--- src/hdl/gabm_pkg.sv ---
// ----------------------------------------------------------------------------
// gabm_pkg
// Types and constants of the adjacency bit matrix.
// ----------------------------------------------------------------------------
package gabm_pkg;

    localparam int VERTICES  = 64;
    localparam int IDX_W     = (VERTICES > 1) ? $clog2(VERTICES) : 1;
    localparam int ROW_W     = VERTICES;
    localparam int CNT_W     = $clog2(VERTICES + 1);
    localparam int VTX_W     = 8;
    localparam int KIND_W    = 3;
    localparam int NB_W      = 6;
    localparam int CNT_OUT_W = 7;
    localparam int QDEPTH    = 2;
    localparam int QPTR_W    = $clog2(QDEPTH);
    localparam int QCNT_W    = $clog2(QDEPTH + 1);

    typedef enum logic [KIND_W-1:0] {
        KIND_ADD    = 3'd0,
        KIND_REMOVE = 3'd1,
        KIND_QUERY  = 3'd2,
        KIND_LIST   = 3'd3,
        KIND_RMV    = 3'd4,
        KIND_CLEAR  = 3'd5
    } kind_t;

    typedef struct packed {
        kind_t              kind;
        logic [VTX_W-1:0]   src;
        logic [VTX_W-1:0]   tgt;
        logic               bad_add;
    } cmd_t;

    typedef struct packed {
        logic                   reachable;
        logic [NB_W-1:0]        neighbor;
        logic                   has_neighbor;
        logic                   last;
        logic [CNT_OUT_W-1:0]   rows_in_use;
        logic [CNT_OUT_W-1:0]   columns_in_use;
        logic                   error;
    } res_t;

endpackage

--- src/hdl/gabm_front.sv ---
// ----------------------------------------------------------------------------
// gabm_front
// Accepts commands, classifies them and holds them in a short queue.
// ----------------------------------------------------------------------------
module gabm_front (
    input  logic                           clk,
    input  logic                           rst_n,
    input  logic                           s_tvalid,
    output logic                           s_tready,
    input  logic [gabm_pkg::KIND_W-1:0]    s_tuser,   // kind
    input  logic [2*gabm_pkg::VTX_W-1:0]   s_tdata,   // source_vertex, target_vertex
    output logic                           q_valid,
    output gabm_pkg::cmd_t                 q_cmd,
    input  logic                           q_pop
);

    gabm_pkg::cmd_t                  slot_reg [gabm_pkg::QDEPTH];
    logic [gabm_pkg::QPTR_W-1:0]     wr_ptr_reg;
    logic [gabm_pkg::QPTR_W-1:0]     rd_ptr_reg;
    logic [gabm_pkg::QCNT_W-1:0]     cnt_reg;
    gabm_pkg::cmd_t                  cmd_in;
    logic                            push;
    logic                            pop;

    always_comb
    begin
        cmd_in.kind    = gabm_pkg::kind_t'(s_tuser);
        cmd_in.src     = s_tdata[gabm_pkg::VTX_W-1:0];
        cmd_in.tgt     = s_tdata[2*gabm_pkg::VTX_W-1:gabm_pkg::VTX_W];
        // flag an add that names a vertex beyond capacity
        cmd_in.bad_add = (cmd_in.kind == gabm_pkg::KIND_ADD) &&
                         ((cmd_in.src >= gabm_pkg::VTX_W'(gabm_pkg::VERTICES)) ||
                          (cmd_in.tgt >= gabm_pkg::VTX_W'(gabm_pkg::VERTICES)));
    end

    assign s_tready = (cnt_reg != gabm_pkg::QCNT_W'(gabm_pkg::QDEPTH));
    assign push     = s_tvalid && s_tready;
    assign q_valid  = (cnt_reg != '0);
    assign pop      = q_pop && q_valid;
    assign q_cmd    = slot_reg[rd_ptr_reg];

    always_ff @(posedge clk)
    begin
        if (push)
        begin
            slot_reg[wr_ptr_reg] <= cmd_in;
        end
    end

    always_ff @(posedge clk or negedge rst_n)
    begin
        if (!rst_n)
        begin
            wr_ptr_reg <= '0;
            rd_ptr_reg <= '0;
            cnt_reg    <= '0;
        end
        else
        begin
            if (push)
            begin
                wr_ptr_reg <= wr_ptr_reg + 1'b1;
            end
            if (pop)
            begin
                rd_ptr_reg <= rd_ptr_reg + 1'b1;
            end
            if (push && !pop)
            begin
                cnt_reg <= cnt_reg + 1'b1;
            end
            else if (pop && !push)
            begin
                cnt_reg <= cnt_reg - 1'b1;
            end
        end
    end

endmodule

--- config.mk ---
export PLATFORM = sky130hd
export DESIGN_NAME = gabm_front
export DESIGN_NICKNAME = d
export VERILOG_FILES = /design/src/hdl/gabm_pkg.sv /design/src/hdl/gabm_front.sv
export SDC_FILE = /design/constraint.sdc
export NUM_CORES = 1
export LEC_CHECK = 0
export ABC_AREA = 1
export BUFFER_PORTS_ARGS = -buffer_cell sky130_fd_sc_hd__buf_2
export CORE_ASPECT_RATIO = 1.2
export CORE_MARGIN = 5
export CORE_UTILIZATION = 55
export DETAILED_ROUTE_END_ITERATION = 10
export PLACE_DENSITY_LB_ADDON = 0.15
export SLEW_MARGIN = 15
export SYNTH_ARGS = -nofsm -noshare
export SYNTH_HDL_FRONTEND = slang
export SYNTH_SLANG_ARGS = --single-unit
--- constraint.sdc ---
create_clock -name clk -period 6.1 [get_ports clk]
set_clock_uncertainty 0.2 [all_clocks]
set_input_delay 0 -clock clk [delete_from_list [all_inputs] [get_ports clk]]
set_output_delay 0 -clock clk [all_outputs]
set_load 0.005 [all_outputs]
==> impl_metrics.json <==
{
  "status": "finished clean",
  "ff2ff_setup_slack_ns": 4.12,
  "antenna_found_initial": 0,
  "start_util_pct": 56.84,
  "maxCapViolations": 0,
  "finalNonFillerCells": 246,
  "root_buffer": "clkbuf_4",
  "fin_crit_sh_pct": 33.31,
  "relSlewSlack_pct": 30.07,
  "peakVddDrop_mv": 0.3503,
  "synth-seq-cells": 44,
  "synth_area_leaders": "edfxtp_1, nand2_1, dfrtp_1",
  "die-area_sq_mm": 0.004386,
  "yosysTopAreaCellShare_pct": 69.16,
  "firstDrtPassIters": 4,
  "arrival_ns": 1.83,
  "setup_viol": 0,
  "cellPowerDensity_mw_per_mm2": 409.1,
  "routed-via-count": 1170,
  "cts_tree": "done",
  "gr-usage-met2_pct": 29.65,
  "grt_max_degree": 23,
  "holdPathStages": 2,
  "worstHoldStart": "s_tdata[9]",
  "crit_path_max_fanout": 22,
  "cts-buffers-inserted": 5,
  "drive_above_1_share_pct": 29.05,
  "grt-busiest-layer": "met2",
  "ys_seq_area_share_pct": 74.93,
  "dpl.cell_count": 215,
  "reg2reg_from": "cnt_reg[0]",
  "worst_pin_slew_ns": 1.048,
  "r2r-end": "slot_reg[0][17]",
  "leakagePower_nw": 1.019,
  "max_stage_delay_ns": 0.81,
  "crit_top_cell": "nand2_1",
  "coreArea_sq_mm": 0.003055,
  "tns_ns": 0,
  "dp_hpwl_microns": 2033,
  "crit_required_ns": 5.90,
  "final-hold-violation-count": 0,
  "hold_ws_ns": 0.1678,
  "antenna_left": 0,
  "rows": 22,
  "cp_cell_sequence": "inv_2 -> nand2_1 -> nand2_1 -> buf_2",
  "avgRoutedWirePerCell_microns": 13.21,
  "syn_area_sq_mm": 0.001737,
  "cts.sinks": 44,
  "use_met1_pct": 18.26,
  "grt_pass1_vias": 1173,
  "nets": 233,
  "setup.worst_path.end_class": "primary output",
  "grt_overflow": 0,
  "io_buffers": 44,
  "die_height_microns": 71.56,
  "grt_use_met3_pct": 5.405,
  "rsz0062_at_grt": "no",
  "io_pins": 45,
  "antenna_cells": 0,
  "h-tree-depth": 2,
  "cts.clk_slew.worst_paths_ns": 0.12,
  "drtIter0Drc": 31,
  "drt-total-wl_microns": 3249,
  "clock.fmax_ghz": 0.4921,
  "die_w_microns": 61.30,
  "finalPower_mw": 0.9311,
  "grt_pass1_wl_microns": 5250,
  "gr-usage-all-layers_pct": 16.88,
  "period_needed_ns": 2.032,
  "path_class": "flop to primary output",
  "min_to": "slot_reg[1][2]",
  "avgSynthCellArea_sq_um": 12.49,
  "drc": 0,
  "r2r_cells": 4,
  "yosysTopAreaCell": "edfxtp_1",
  "synth_nets": 163,
  "clockBufferDepth": 2,
  "ys_types": 16,
  "synth_cells": 139,
  "vias_per_cell": 4.756,
  "cp_slowest_cell": "dfrtp_1",
  "synth_warnings": 0,
  "areaGrowthSynthToFinish_pct": 31.05,
  "hp-class": "input port to flop",
  "cp-start-kind": "flop",
  "clock_latency_ns": 0.34,
  "finalMaxSlewViolations": 0,
  "largest_reg_flops": 40,
  "gp_congestion": 0.6266,
  "fillCellCount": 216
}
==> worst max-delay path by stage <==
stage,startpoint,endpoint,slack (ns),cells past startpoint
finish,rd_ptr_reg,q_cmd[17],4.07,4
global route,rd_ptr_reg,q_cmd[6],3.86,4
CTS,rd_ptr_reg,q_cmd[17],4.03,4
detailed placement,cnt_reg[0],slot_reg[0][15],4.11,4
global placement,cnt_reg[0],slot_reg[0][8],4.15,4
floorplan,cnt_reg[0],slot_reg[0][0],4.07,4
==> report_power, final <==
part | internal [mW] | total (mW) | switching [mW]
Combinational | 0.122 | 0.298 | 0.176
Clock | 0.0857 | 0.174 | 0.0883
Sequential | 0.415 | 0.459 | 0.0438
Total | 0.623 | 0.931 | 0.308
==> worst max-delay path: cells and delay by family (launching register included) <==
kind	cells	cell delay (ns)
DFF	1	0.81
and+or+nand+nor	2	0.21
buffers and inverters	2	0.46
==> what timing repair did <==
item                                    in CTS  in global routing
resized for setup                            0                  0
buffers inserted                             0                  0
endpoints found under the setup margin       0                  0
endpoints found under the hold margin       47                  0
hold buffers                                23                  0
==> cell usage in the layout (no fill, tap or decap), drive strengths merged, types with 2 or more instances in the layout <==
cell         instances
inv                  8
nor2                 5
clkinv               2
dfrtp                4
nand3                2
nand2               71
clkbuf               5
dlygate4sd3         23
buf                 44
edfxtp              40
==> logic make-up after synthesis <==
| group | count (synthesis) | share of synthesized area (%) |
|---|---|---|
| adder cells (fa/ha/maj) | 1 | 0.7203 |
| XOR/XNOR | 2 | 1.441 |
| AO/OA/AOI/OAI | 1 | 0.2879 |
| AND/OR/NAND/NOR | 79 | 18.52 |
| flip-flops | 44 | 74.93 |
| buffers and inverters | 12 | 4.107 |
==> cells in the mapped netlist <==
cell type   n
a21oi_1     1
buf_4       1
buf_6       3
dfrtp_1     4
edfxtp_1   40
ha_1        1
inv_1       5
inv_2       3
nand2_1    67
nand2_2     2
nand2_4     2
nand3_1     2
nand4_1     1
nor2_1      5
xnor2_1     1
xor2_2      1
==> layer usage <==
| metal | up-vias | wire, microns |
|---|---|---|
| met5 | - | 0 |
| met4 | 0 | 34 |
| met3 | 4 | 194 |
| met2 | 34 | 1792 |
| met1 | 537 | 1228 |
| li1 | 595 | - |
==> layout make-up <==
class                      instances  area [sq um]  share of cell area, %
multi-input combinational         83         369.1                  16.22
clock inverter                     3         42.54                  1.869
tap                               36         45.04                  1.979
inverter                           8         30.03                  1.319
clock buffer                       5         37.54                  1.649
timing repair buffer              67         450.4                  19.79
sequential                        44          1301                  57.17
==> metrics by stage <==
stage	worst slack, ns	instance area [sq um]	util, %
2_1_floorplan	4.068	1737	-
5_1_grt	3.863	2276	74.49
3_3_place_gp	4.149	1966	64.33
6_report	4.068	2276	74.49
4_1_cts	4.026	2276	74.49
3_5_place_dp	4.111	1966	64.33
No activity file was read; power rests on OpenSTA's default activity.
